===== config.mk =====
export PLATFORM = sky130hd
export DESIGN_NAME = av1_obu_show_existing_scan
export DESIGN_NICKNAME = d
export VERILOG_FILES = /design/src/rtl/core/avse_pkg.sv /design/src/rtl/core/av1_obu_show_existing_scan.sv
export SDC_FILE = /design/constraint.sdc
export NUM_CORES = 1
export LEC_CHECK = 0
export BUFFER_PORTS_ARGS = -buffer_cell sky130_fd_sc_hd__buf_2
export CELL_PAD_IN_SITES_DETAIL_PLACEMENT = 1
export CELL_PAD_IN_SITES_GLOBAL_PLACEMENT = 2
export CORE_MARGIN = 8
export CORE_UTILIZATION = 38
export CTS_CLUSTER_SIZE = 24
export DETAILED_ROUTE_END_ITERATION = 8
export PLACE_DENSITY = 0.81
export SYNTH_ARGS = -nofsm -noshare
export SYNTH_HDL_FRONTEND = slang
export SYNTH_SLANG_ARGS = --single-unit

===== constraint.sdc =====
create_clock -name clock -period 5.15 [get_ports clock]
set_input_delay 0.515 -clock clock [delete_from_list [all_inputs] [get_ports clock]]
set_output_delay 0.515 -clock clock [all_outputs]
set_load 0.1 [all_outputs]

===== src/rtl/core/avse_pkg.sv =====
// Shared types and constants for the AV1 show-existing-frame packet scan.
package avse_pkg;

   localparam int LEB_MAX_BYTES = 8;
   localparam int SIZE_W        = 7 * LEB_MAX_BYTES;
   localparam int CNT_W         = 4;
   localparam int SHAMT_W       = 6;

   localparam logic [3:0] KIND_FRAME_HEADER = 4'd3;
   localparam logic [3:0] KIND_TILE_GROUP   = 4'd4;
   localparam logic [3:0] KIND_FRAME        = 4'd6;

   typedef enum logic [2:0] {
      PH_HDR       = 3'd0,
      PH_EXT_SIZED = 3'd1,
      PH_EXT_OPEN  = 3'd2,
      PH_LEB       = 3'd3,
      PH_PAY       = 3'd4,
      PH_TOEND     = 3'd5,
      PH_DROP      = 3'd6
   } phase_type;

   typedef enum logic [1:0] {
      OUT_SHOW  = 2'd0,
      OUT_CODED = 2'd1,
      OUT_MALF  = 2'd2,
      OUT_NONE  = 2'd3
   } outcome_type;

   typedef struct packed {
      logic        found;
      logic [2:0]  map_index;
      outcome_type outcome;
   } rsp_type;

endpackage


===== src/rtl/core/av1_obu_show_existing_scan.sv =====
// Byte-serial AV1 OBU walker that reports whether a packet re-shows an existing frame.
//
// Usage:
//   req_ channel: one packet byte per item (req_byte_value), req_last_byte on the final byte.
//   rsp_ channel: exactly one result per packet (rsp_found, rsp_map_index, rsp_outcome),
//   issued for the byte that decides the packet; later bytes of that packet are dropped.
//   Outcome: 0 show existing, 1 coded picture, 2 malformed or truncated, 3 nothing found.
// Timing:
//   One byte per cycle while req_ready is high. The parser state is registered from the accepted byte;
//   a result is registered into out_ff, or into skid_ff while out_ff holds an untaken result.
//   The critical path is the 56-bit payload down-counter and the leb128 accumulate shift.
// Stall:
//   A two-entry result buffer sits at the output, so bytes keep flowing while one result
//   waits. req_ready drops only when both entries hold results the receiver has not taken.
// Reset:
//   Synchronous, active high. The parser returns to expecting an OBU header byte and the
//   result buffer empties.
module av1_obu_show_existing_scan (
   input  logic       clock,
   input  logic       reset,
   input  logic       req_valid,
   output logic       req_ready,
   input  logic [7:0] req_byte_value,
   input  logic       req_last_byte,
   output logic       rsp_valid,
   input  logic       rsp_ready,
   output logic       rsp_found,
   output logic [2:0] rsp_map_index,
   output logic [1:0] rsp_outcome
);
   import avse_pkg::*;

   phase_type          phase_ff, phase_in;
   logic [3:0]         kind_ff, kind_in;
   logic [SIZE_W-1:0]  accum_ff, accum_in;
   logic [CNT_W-1:0]   count_ff, count_in;
   logic [SIZE_W-1:0]  left_ff, left_in;
   logic               pend_valid_ff, pend_valid_in;
   logic               pend_shown_ff, pend_shown_in;
   logic [2:0]         pend_index_ff, pend_index_in;

   rsp_type            out_ff, skid_ff, res;
   logic               out_valid_ff, skid_valid_ff;

   logic               accept, pop, fin;
   outcome_type        fin_outcome;
   logic [2:0]         fin_index;
   logic               do_hdr_tail, hdr_sized, do_size_tail;
   logic [SHAMT_W-1:0] shamt;
   logic [SIZE_W-1:0]  accum_new, left_dec;
   logic               coded;

   assign accept    = req_valid && req_ready;
   assign pop       = out_valid_ff && rsp_ready;
   assign req_ready = !skid_valid_ff;

   assign shamt     = SHAMT_W'(count_ff[2:0]) * SHAMT_W'(7);
   assign accum_new = accum_ff | (SIZE_W'(req_byte_value[6:0]) << shamt);
   assign left_dec  = left_ff - SIZE_W'(1);

   always_comb begin
      phase_in      = phase_ff;
      kind_in       = kind_ff;
      accum_in      = accum_ff;
      count_in      = count_ff;
      left_in       = left_ff;
      pend_valid_in = pend_valid_ff;
      pend_shown_in = pend_shown_ff;
      pend_index_in = pend_index_ff;
      fin           = 1'b0;
      fin_outcome   = OUT_NONE;
      fin_index     = 3'd0;
      do_hdr_tail   = 1'b0;
      hdr_sized     = 1'b0;
      do_size_tail  = 1'b0;
      coded         = 1'b0;

      case (phase_ff)
         PH_DROP: begin
            if (req_last_byte) begin
               kind_in       = '0;
               accum_in      = '0;
               count_in      = '0;
               left_in       = '0;
               pend_valid_in = 1'b0;
               pend_shown_in = 1'b0;
               pend_index_in = '0;
               phase_in      = PH_HDR;
            end
         end
         PH_EXT_SIZED: begin
            do_hdr_tail = 1'b1;
            hdr_sized   = 1'b1;
         end
         PH_EXT_OPEN: begin
            do_hdr_tail = 1'b1;
         end
         PH_LEB: begin
            accum_in = accum_new;
            count_in = count_ff + CNT_W'(1);
            if (req_byte_value[7]) begin
               if (count_in >= CNT_W'(LEB_MAX_BYTES) || req_last_byte) begin
                  fin         = 1'b1;
                  fin_outcome = OUT_MALF;
               end
            end else begin
               left_in      = accum_new;
               do_size_tail = 1'b1;
            end
         end
         PH_PAY: begin
            if (kind_ff == KIND_FRAME_HEADER && !pend_valid_ff) begin
               pend_valid_in = 1'b1;
               pend_shown_in = req_byte_value[7];
               pend_index_in = req_byte_value[6:4];
            end
            left_in = left_dec;
            coded   = kind_ff == KIND_FRAME || kind_ff == KIND_TILE_GROUP;
            if (left_dec == '0) begin
               if (coded) begin
                  fin         = 1'b1;
                  fin_outcome = OUT_CODED;
               end else if (pend_valid_in) begin
                  fin         = 1'b1;
                  fin_outcome = pend_shown_in ? OUT_SHOW : OUT_CODED;
                  fin_index   = pend_index_in;
               end else if (req_last_byte) begin
                  fin         = 1'b1;
                  fin_outcome = OUT_NONE;
               end else begin
                  kind_in       = '0;
                  accum_in      = '0;
                  count_in      = '0;
                  left_in       = '0;
                  pend_valid_in = 1'b0;
                  pend_shown_in = 1'b0;
                  pend_index_in = '0;
                  phase_in      = PH_HDR;
               end
            end else if (req_last_byte) begin
               fin         = 1'b1;
               fin_outcome = OUT_MALF;
            end
         end
         PH_TOEND: begin
            if (kind_ff == KIND_FRAME_HEADER) begin
               fin         = 1'b1;
               fin_outcome = req_byte_value[7] ? OUT_SHOW : OUT_CODED;
               fin_index   = req_byte_value[6:4];
            end else if (req_last_byte) begin
               fin         = 1'b1;
               fin_outcome = OUT_NONE;
            end
         end
         default: begin
            if (req_byte_value[7]) begin
               fin         = 1'b1;
               fin_outcome = OUT_MALF;
            end else begin
               kind_in       = req_byte_value[6:3];
               accum_in      = '0;
               count_in      = '0;
               left_in       = '0;
               pend_valid_in = 1'b0;
               pend_shown_in = 1'b0;
               pend_index_in = '0;
               if (req_byte_value[2]) begin
                  if (req_last_byte) begin
                     fin         = 1'b1;
                     fin_outcome = OUT_MALF;
                  end else begin
                     phase_in = req_byte_value[1] ? PH_EXT_SIZED : PH_EXT_OPEN;
                  end
               end else begin
                  do_hdr_tail = 1'b1;
                  hdr_sized   = req_byte_value[1];
               end
            end
         end
      endcase

      // end of header (and extension byte): size field or open payload
      if (do_hdr_tail) begin
         if (hdr_sized) begin
            if (req_last_byte) begin
               fin         = 1'b1;
               fin_outcome = OUT_MALF;
            end else begin
               accum_in = '0;
               count_in = '0;
               phase_in = PH_LEB;
            end
         end else if (kind_in == KIND_FRAME || kind_in == KIND_TILE_GROUP) begin
            fin         = 1'b1;
            fin_outcome = OUT_CODED;
         end else if (req_last_byte) begin
            fin         = 1'b1;
            fin_outcome = OUT_NONE;
         end else begin
            phase_in = PH_TOEND;
         end
      end

      // size field complete
      if (do_size_tail) begin
         if (accum_new == '0) begin
            if (kind_ff == KIND_FRAME || kind_ff == KIND_TILE_GROUP) begin
               fin         = 1'b1;
               fin_outcome = OUT_CODED;
            end else if (req_last_byte) begin
               fin         = 1'b1;
               fin_outcome = OUT_NONE;
            end else begin
               kind_in       = '0;
               accum_in      = '0;
               count_in      = '0;
               left_in       = '0;
               pend_valid_in = 1'b0;
               pend_shown_in = 1'b0;
               pend_index_in = '0;
               phase_in      = PH_HDR;
            end
         end else if (req_last_byte) begin
            fin         = 1'b1;
            fin_outcome = OUT_MALF;
         end else begin
            pend_valid_in = 1'b0;
            phase_in      = PH_PAY;
         end
      end

      // decision made: clear work, drop the rest of the packet
      if (fin) begin
         kind_in       = '0;
         accum_in      = '0;
         count_in      = '0;
         left_in       = '0;
         pend_valid_in = 1'b0;
         pend_shown_in = 1'b0;
         pend_index_in = '0;
         phase_in      = req_last_byte ? PH_HDR : PH_DROP;
      end
   end

   always_comb begin
      res.found     = fin_outcome == OUT_SHOW;
      res.map_index = (fin_outcome == OUT_SHOW) ? fin_index : 3'd0;
      res.outcome   = fin_outcome;
   end

   always_ff @(posedge clock) begin
      if (reset) begin
         phase_ff      <= PH_HDR;
         kind_ff       <= '0;
         accum_ff      <= '0;
         count_ff      <= '0;
         left_ff       <= '0;
         pend_valid_ff <= 1'b0;
         pend_shown_ff <= 1'b0;
         pend_index_ff <= '0;
      end else if (accept) begin
         phase_ff      <= phase_in;
         kind_ff       <= kind_in;
         accum_ff      <= accum_in;
         count_ff      <= count_in;
         left_ff       <= left_in;
         pend_valid_ff <= pend_valid_in;
         pend_shown_ff <= pend_shown_in;
         pend_index_ff <= pend_index_in;
      end
   end

   // two-entry result buffer: out_ff is the head, skid_ff holds a second result
   always_ff @(posedge clock) begin
      if (reset) begin
         out_valid_ff  <= 1'b0;
         skid_valid_ff <= 1'b0;
      end else if (pop || !out_valid_ff) begin
         if (skid_valid_ff) begin
            out_valid_ff  <= 1'b1;
            skid_valid_ff <= 1'b0;
         end else begin
            out_valid_ff  <= accept && fin;
         end
      end else if (accept && fin) begin
         skid_valid_ff <= 1'b1;
      end
   end

   always_ff @(posedge clock) begin
      if (pop || !out_valid_ff) begin
         out_ff <= skid_valid_ff ? skid_ff : res;
      end else if (accept && fin) begin
         skid_ff <= res;
      end
   end

   assign rsp_valid     = out_valid_ff;
   assign rsp_found     = out_ff.found;
   assign rsp_map_index = out_ff.map_index;
   assign rsp_outcome   = out_ff.outcome;

endmodule


# Word level (Yosys, flattened, before mapping)
# Index checks and enable logic that the tools add are counted.
dict set report classes {
  mul 1
  muxes 173
  n_lt_le_gt_ge 1
  n_reduce_logical 22
  addsub 2
  shift 1
  bitwise 2
  eq_ne 11
}
# cell count
set op_table {}
lappend op_table {{56-bit 2-to-1 mux} 26}
lappend op_table {{56-bit case mux with 4 select lines} 2}
lappend op_table {{56-bit logical NOT} 2}
lappend op_table {{3-bit 2-to-1 mux} 37}
lappend op_table {{4-bit 2-to-1 mux} 25}
lappend op_table {{56-bit bitwise OR} 1}
lappend op_table {{7-bit by 6-bit left shift with 56-bit output} 1}
lappend op_table {{56-bit by 1-bit subtractor with 56-bit output (second input constant)} 1}
lappend op_table {{1-bit 2-to-1 mux} 54}
lappend op_table {{2-bit 2-to-1 mux} 17}
lappend op_table {{3-bit case mux with 3 select lines} 2}
lappend op_table {{4-bit by 3-bit == test with 1-bit output (second input constant)} 4}
lappend op_table {{4-bit case mux with 4 select lines} 1}
lappend op_table {{4-bit case mux with 3 select lines} 1}
lappend op_table {{3-bit == test (second input constant)} 3}
lappend op_table {{2-bit case mux with 4 select lines} 1}
lappend op_table {{4-bit OR reduction} 2}
lappend op_table {{3-bit by 2-bit == test with 1-bit output (second input constant)} 2}
lappend op_table {{3-bit by 3-bit multiplier with 6-bit output (second input constant)} 1}
lappend op_table {{6-bit 2-to-1 mux} 1}
lappend op_table {{1-bit case mux with 3 select lines} 2}
lappend op_table {{3-bit case mux with 2 select lines} 1}
lappend op_table {{3-bit OR reduction} 2}
lappend op_table {{5-bit OR reduction} 1}
lappend op_table {{13 further kinds} 23}
dict set report word_totals {
  word_cells 229
  out_inout_bits 8
  in_bits 13
  register_bits 142
}

# Longest topological paths before layout
dict set report depth {
  word_depth 20
  ltp_mapped 16
  mapped_depth_nobuf 12
}

# Worst setup path after synthesis
# Ideal clock, no wire load.
dict set report synth_path {
  kind {reg2reg}
  startpoint {register left_ff[0]}
  endpoint {register skid_ff[0] in the netlist's numbering (enable)}
  n_path_buf 2
  path_stages_with_launch 14
  slack_ns 1.244
  t_arrival_ns 3.529
  required_time_ns 4.773
  cell_sequence {dfxtp_1 inv_1 ha_1 nor3b_2 nand3_1 or3_1 o31a_1 nor4_1 and4_1 buf_4 and4_4 buf_6 nor2_1 nor3_1}
}
dict set report synth_between {
  elab_chain_cells 15
  elab_cells_between_ends 19
}
# item line_no
set synth_rtl {}
lappend synth_rtl {{start, declared} av1_obu_show_existing_scan.sv:37} ;# logic [SIZE_W-1:0] left_ff, left_in;
lappend synth_rtl {{start signal, assigned} av1_obu_show_existing_scan.sv:266} ;# left_ff <= left_in;
lappend synth_rtl {{56-bit by 1-bit subtractor with 56-bit output *} av1_obu_show_existing_scan.sv:59} ;# assign left_dec = left_ff - SIZE_W'(1);
lappend synth_rtl {{56-bit logical NOT *} av1_obu_show_existing_scan.sv:119} ;# if (left_dec == '0) begin
lappend synth_rtl {{4-bit 2-to-1 mux} av1_obu_show_existing_scan.sv:119}
lappend synth_rtl {{4-bit case mux with 3 select lines} av1_obu_show_existing_scan.sv:78} ;# case (phase_ff)
lappend synth_rtl {{4-bit by 3-bit == test with 1-bit output} av1_obu_show_existing_scan.sv:193} ;# end else if (kind_in == KIND_FRAME || kind_in == KIND_TILE_GROUP) begin
lappend synth_rtl {{1-bit logical OR} av1_obu_show_existing_scan.sv:193}
lappend synth_rtl {{1-bit 2-to-1 mux} av1_obu_show_existing_scan.sv:193}
lappend synth_rtl {{1-bit 2-to-1 mux} av1_obu_show_existing_scan.sv:184} ;# if (hdr_sized) begin
lappend synth_rtl {{1-bit 2-to-1 mux *} av1_obu_show_existing_scan.sv:183} ;# if (do_hdr_tail) begin
lappend synth_rtl {{1-bit 2-to-1 mux} {av1_obu_show_existing_scan.sv:210, av1_obu_show_existing_scan.sv:223}}
lappend synth_rtl {{1-bit 2-to-1 mux} av1_obu_show_existing_scan.sv:207} ;# if (kind_ff == KIND_FRAME || kind_ff == KIND_TILE_GROUP) begin
lappend synth_rtl {{1-bit 2-to-1 mux} av1_obu_show_existing_scan.sv:206} ;# if (accum_new == '0) begin
lappend synth_rtl {{1-bit 2-to-1 mux *} av1_obu_show_existing_scan.sv:205} ;# if (do_size_tail) begin
lappend synth_rtl {{1-bit logical AND *} av1_obu_show_existing_scan.sv:293} ;# end else if (accept && fin) begin
lappend synth_rtl {{2-bit AND reduction (no line) *} --}
lappend synth_rtl {{end signal, assigned} av1_obu_show_existing_scan.sv:294} ;# skid_ff <= res;
lappend synth_rtl {{end, declared} av1_obu_show_existing_scan.sv:42} ;# rsp_type out_ff, skid_ff, res;
# Mark *: on every way between the ends. The rest lies on a longest branch, timed or not.
# A chain may end at the register's enable or synchronous reset.

# Final worst setup path
dict set report layout_path {
  startpoint {register left_ff[36]}
  endpoint {register accum_ff[29]}
}
dict set report layout_between {
  elab_chain_cells 14
  elab_cells_between_ends 27
}
# item line_no
set layout_rtl {}
lappend layout_rtl {{56-bit by 1-bit subtractor with 56-bit output *} av1_obu_show_existing_scan.sv:59}
lappend layout_rtl {{56-bit logical NOT *} av1_obu_show_existing_scan.sv:119}
lappend layout_rtl {{4-bit 2-to-1 mux} av1_obu_show_existing_scan.sv:119}
lappend layout_rtl {{4-bit case mux with 3 select lines} av1_obu_show_existing_scan.sv:78}
lappend layout_rtl {{4-bit by 3-bit == test with 1-bit output} av1_obu_show_existing_scan.sv:193}
lappend layout_rtl {{1-bit logical OR} av1_obu_show_existing_scan.sv:193}
lappend layout_rtl {{1-bit 2-to-1 mux} av1_obu_show_existing_scan.sv:193}
lappend layout_rtl {{1-bit 2-to-1 mux} av1_obu_show_existing_scan.sv:184}
lappend layout_rtl {{1-bit 2-to-1 mux} av1_obu_show_existing_scan.sv:183}
lappend layout_rtl {{1-bit 2-to-1 mux} {av1_obu_show_existing_scan.sv:210, av1_obu_show_existing_scan.sv:223}}
lappend layout_rtl {{1-bit 2-to-1 mux} av1_obu_show_existing_scan.sv:207}
lappend layout_rtl {{1-bit 2-to-1 mux} av1_obu_show_existing_scan.sv:206}
lappend layout_rtl {{1-bit 2-to-1 mux} av1_obu_show_existing_scan.sv:205}
lappend layout_rtl {{56-bit 2-to-1 mux *} av1_obu_show_existing_scan.sv:233} ;# if (fin) begin
lappend layout_rtl {{end signal, assigned} av1_obu_show_existing_scan.sv:264} ;# accum_ff <= accum_in;
lappend layout_rtl {{end, declared} av1_obu_show_existing_scan.sv:35} ;# logic [SIZE_W-1:0] accum_ff, accum_in;
# Marked as above.

==> summary.md <==
| Metric | Value |
|---|---|
| Vias in the first global route | 10407 |
| YS warnings | 0 |
| Die Ht | 177.1 µm |
| Sequential-to-total area share from yosys stat | 30.05% |
| Fillers | 3126 |
| Tot Pwr | 3.837 mW |
| I/O Buffers | 20 |
| Fin. Hold Viols | 0 |
| CP cell instances | nor4_1, nand4b_2, or4_4, or3_1, and4_1, and4_1, and4_4, nor3_4, buf_4, a41oi_1, a21oi_2 |
| Worst endpoint required time | 5.53 ns |
| Placed instance count | approximately 1600 |
| Tmin final | ~4.6 ns |
| Startpoint types | flip-flop |
| Pin count of the biggest net entering global routing | 57 |
| Post-CTS Resized | 0 |
| Critical-path maximum fanout | 33 |
| Clock latency on the worst-skew pair | 0.45 ns |
| Layout overhead on the synthesized area | 9.848% |
| Sequential cell area | a little under 3000 µm² |
| Post-synth top flop | dfxtp_1 |
| Maximum clock rate | 0.2174 GHz |
| Worst-path clk slew | 0.08 ns |
| Hold Slack | 0.3665 ns |
| Flop pwr share | a little under a third |
| Status | finished clean |
| Final net count | 1263 |
| Initial DRC count | between 1000 and 1500 |
| Final worst setup slack | 0.5510 ns |
| Largest area contributor in the netlist | dfxtp_1 |
| Mapped Cells | 1274 |
| Setup CP Type | flip-flop to flip-flop |
| Switching Share | 41.94% |
| Setup Skew | between 0.01 and 0.015 ns |
| Synth async-reset ratio | 0% |
| Post-synth top cells | dfxtp_1 (130), a21oi_1 (122), nor2_1 (100) |
| Worst slew pin tran | 0.8756 ns |
| Core area | 25760 µm² |
| Final HPWL DP | 30420 µm |
| First-pass GRT wire length | ~65000 µm |
| Clock share of power | 33.0% |
| Overall Global Routing Usage | roughly 27% |
| Tcrit/Tclk final | 89.30% |
| Layout cells sized above 1 | 15.95% |
| Cell-internal power | 2.228 mW |
| Count of max-cap constraint violations | 0 |
| Slew HR | between 40% and 50% |
| Drt total wl | around 42000 µm |
| Final Max Slew Viols | 0 |
| Io pins | 21 |
| Die X | 177.1 µm |
| Syn avg cell area | 7.739 µm² |
| Multi-input combinational cell area | 6210 µm² |
| Hold-fix buffer count after cts | 0 |
| Root buffer cell | clkbuf_16 |
| CTS tree | done |
| Post-synth EDFFs | 12 |
| WL per Instance | 26.51 µm |
| CP most frequent cell | and4_1 |
| Sum Neg Setup Slack | 0 ns |
| Inserted Clock Buffers | 17 |
| Final ANT Viol Nets | 0 |
| Final setup fails | 0 |
| Post-Syn Area | around 10000 µm² |
| WP data arrival | 4.98 ns |
| Post-CTS setup buffers | 0 |
| Worst VDD drop | about 0.17 mV |
| Worst hold path class | input pin to flip-flop |
| Via Count | 10639 |
| Drt drc | 0 |
| Ant diodes | 0 |
| Post-synth net total | 1290 |
| Vias per cell | 6.670 |
| Pre-Repair DR Iteration Count | 5 |
| Row count | 59 |
| Top-count cell post-synth | dfxtp_1 |
| Die area | 31360 µm² |
| Num Clock Sinks | 142 |
| Critical Path Slowest Stage Cell | or4_4 |
| CTS H-tree depth | 4 |
| P_sw | 1.609 mW |
| FF-to-FF setup slack | 0.55 ns |
| Clock Path Buffers | 2 |
| Worst setup EP type | flip-flop |
| Max incr delay on CP | just over 0.7 ns |
| Unrepaired setup endpoints after global routing | no |
| Synth cell types | 95 |
| Post-place setup slack | ~0.7 ns |
| Synthesis-stage register bit count | 142 |
| Initial antenna violation count | 1 |
| Static leakage | 3.763 nW |
| Gate power share | ~36% |
| Initial Utilization | 38.27% |
| Synth area leaders | dfxtp_1 (26%), a21oi_1 (6.2%), a31oi_1 (5.2%), nor2_1 (3.8%), o21ai_0 (3.7%) |
| Pwr dens | between 300 and 400 nW/µm² |
| Finished Layout Cells | about 1600 |
| Yosys top cell area share | 26.40% |
| Grt ovf | 0 |
| RD Place Congestion | 0.9191 |
layout by cell type, fill, tap and decap left out, drive strengths merged, types with 6 or more instances in the layout:
cell type	instances
o21ai	79
o211ai	14
xor2	8
nor3	45
a31oi	82
o221ai	14
or3	22
clkbuf	17
edfxtp	12
and3	11
nand3	24
o31a	7
o21a	6
o31ai	26
dfxtp	130
clkinv	6
or4	17
a221oi	9
o22ai	21
inv	37
nand2b	9
and2	16
buf	76
xnor2	9
a21oi	163
or2	11
nand4	21
nor2	102
a22o	24
nand2	87
nor2b	8
and4	11
nor4	35
a22oi	7
path summary, 6_finish.rpt:
path | cells past startpoint | startpoint | endpoint
hold reg to reg | 1 | pend_index_ff[1] | pend_index_ff[1]
setup / recovery | 11 | left_ff[36] | accum_ff[29]
hold / removal | 2 | reset | pend_valid_ff
setup reg to reg | 11 | left_ff[36] | accum_ff[29]
registers in the layout, summed over array words and instances (netlist names):
signal	cells
rsp_valid	1
rsp_map_index	3
rsp_outcome	2
skid_valid_ff	1
left_ff	56
count_ff	4
pend_index_ff	3
pend_valid_ff	1
pend_shown_ff	1
skid_ff	6
kind_ff	4
rsp_found	1
accum_ff	56
phase_ff	3
power by group through the flow:
stage	logic (mW)	clock network (mW)	registers (mW)
3_5_place_dp	1.33	0	1.23
4_1_cts	1.34	1.27	1.20
3_3_place_gp	1.32	0	1.23
5_1_grt	1.46	1.31	1.21
2_1_floorplan	0.897	0	1.24
6_report	1.37	1.27	1.20
metrics by stage:
stage	util (%)	cell area [µm²]
after floorplan	-	9859
after global placement	39.82	10260
after detailed placement	39.82	10260
after CTS	42.04	10830
after global routing	42.04	10830
final	42.04	10830
final cells by class:
class	count	area share, %
inverter	29	1.005
timing repair buffer	76	5.152
clock inverter	15	1.352
tap	335	3.870
clock buffer	17	3.928
multi-input combinational	981	57.34
sequential	142	27.36
cell families (layout without fill, tap and decap cells):
group                    Yosys count  count (layout)  synth area share [%]
AO/OA/AOI/OAI                    513             513                 34.95
XOR/XNOR                          17              17                 1.510
adder cells (fa/ha/maj)            3               3                0.3808
buffers and inverters            151             137                 7.424
flip-flops                       142             142                 30.05
multiplexers                       5               5                0.5330
AND/OR/NAND/NOR                  443             443                 25.15
worst max-delay path, delay by kind of cell (launching register included):
| family | cells | cell delay, ns |
|---|---|---|
| AND/OR/NAND/NOR | 8 | 3.33 |
| buffers and inverters | 1 | 0.44 |
| AO/OA/AOI/OAI | 2 | 0.33 |
| flip-flops | 1 | 0.40 |
routing by layer:
layer  global-route usage (%)  wire length (µm)
met5                        0                 0
met3                    4.502              3165
met2                    40.31             18560
met1                    38.05             19390
met4                    8.932              1167
(Power assumes the default switching activity.)
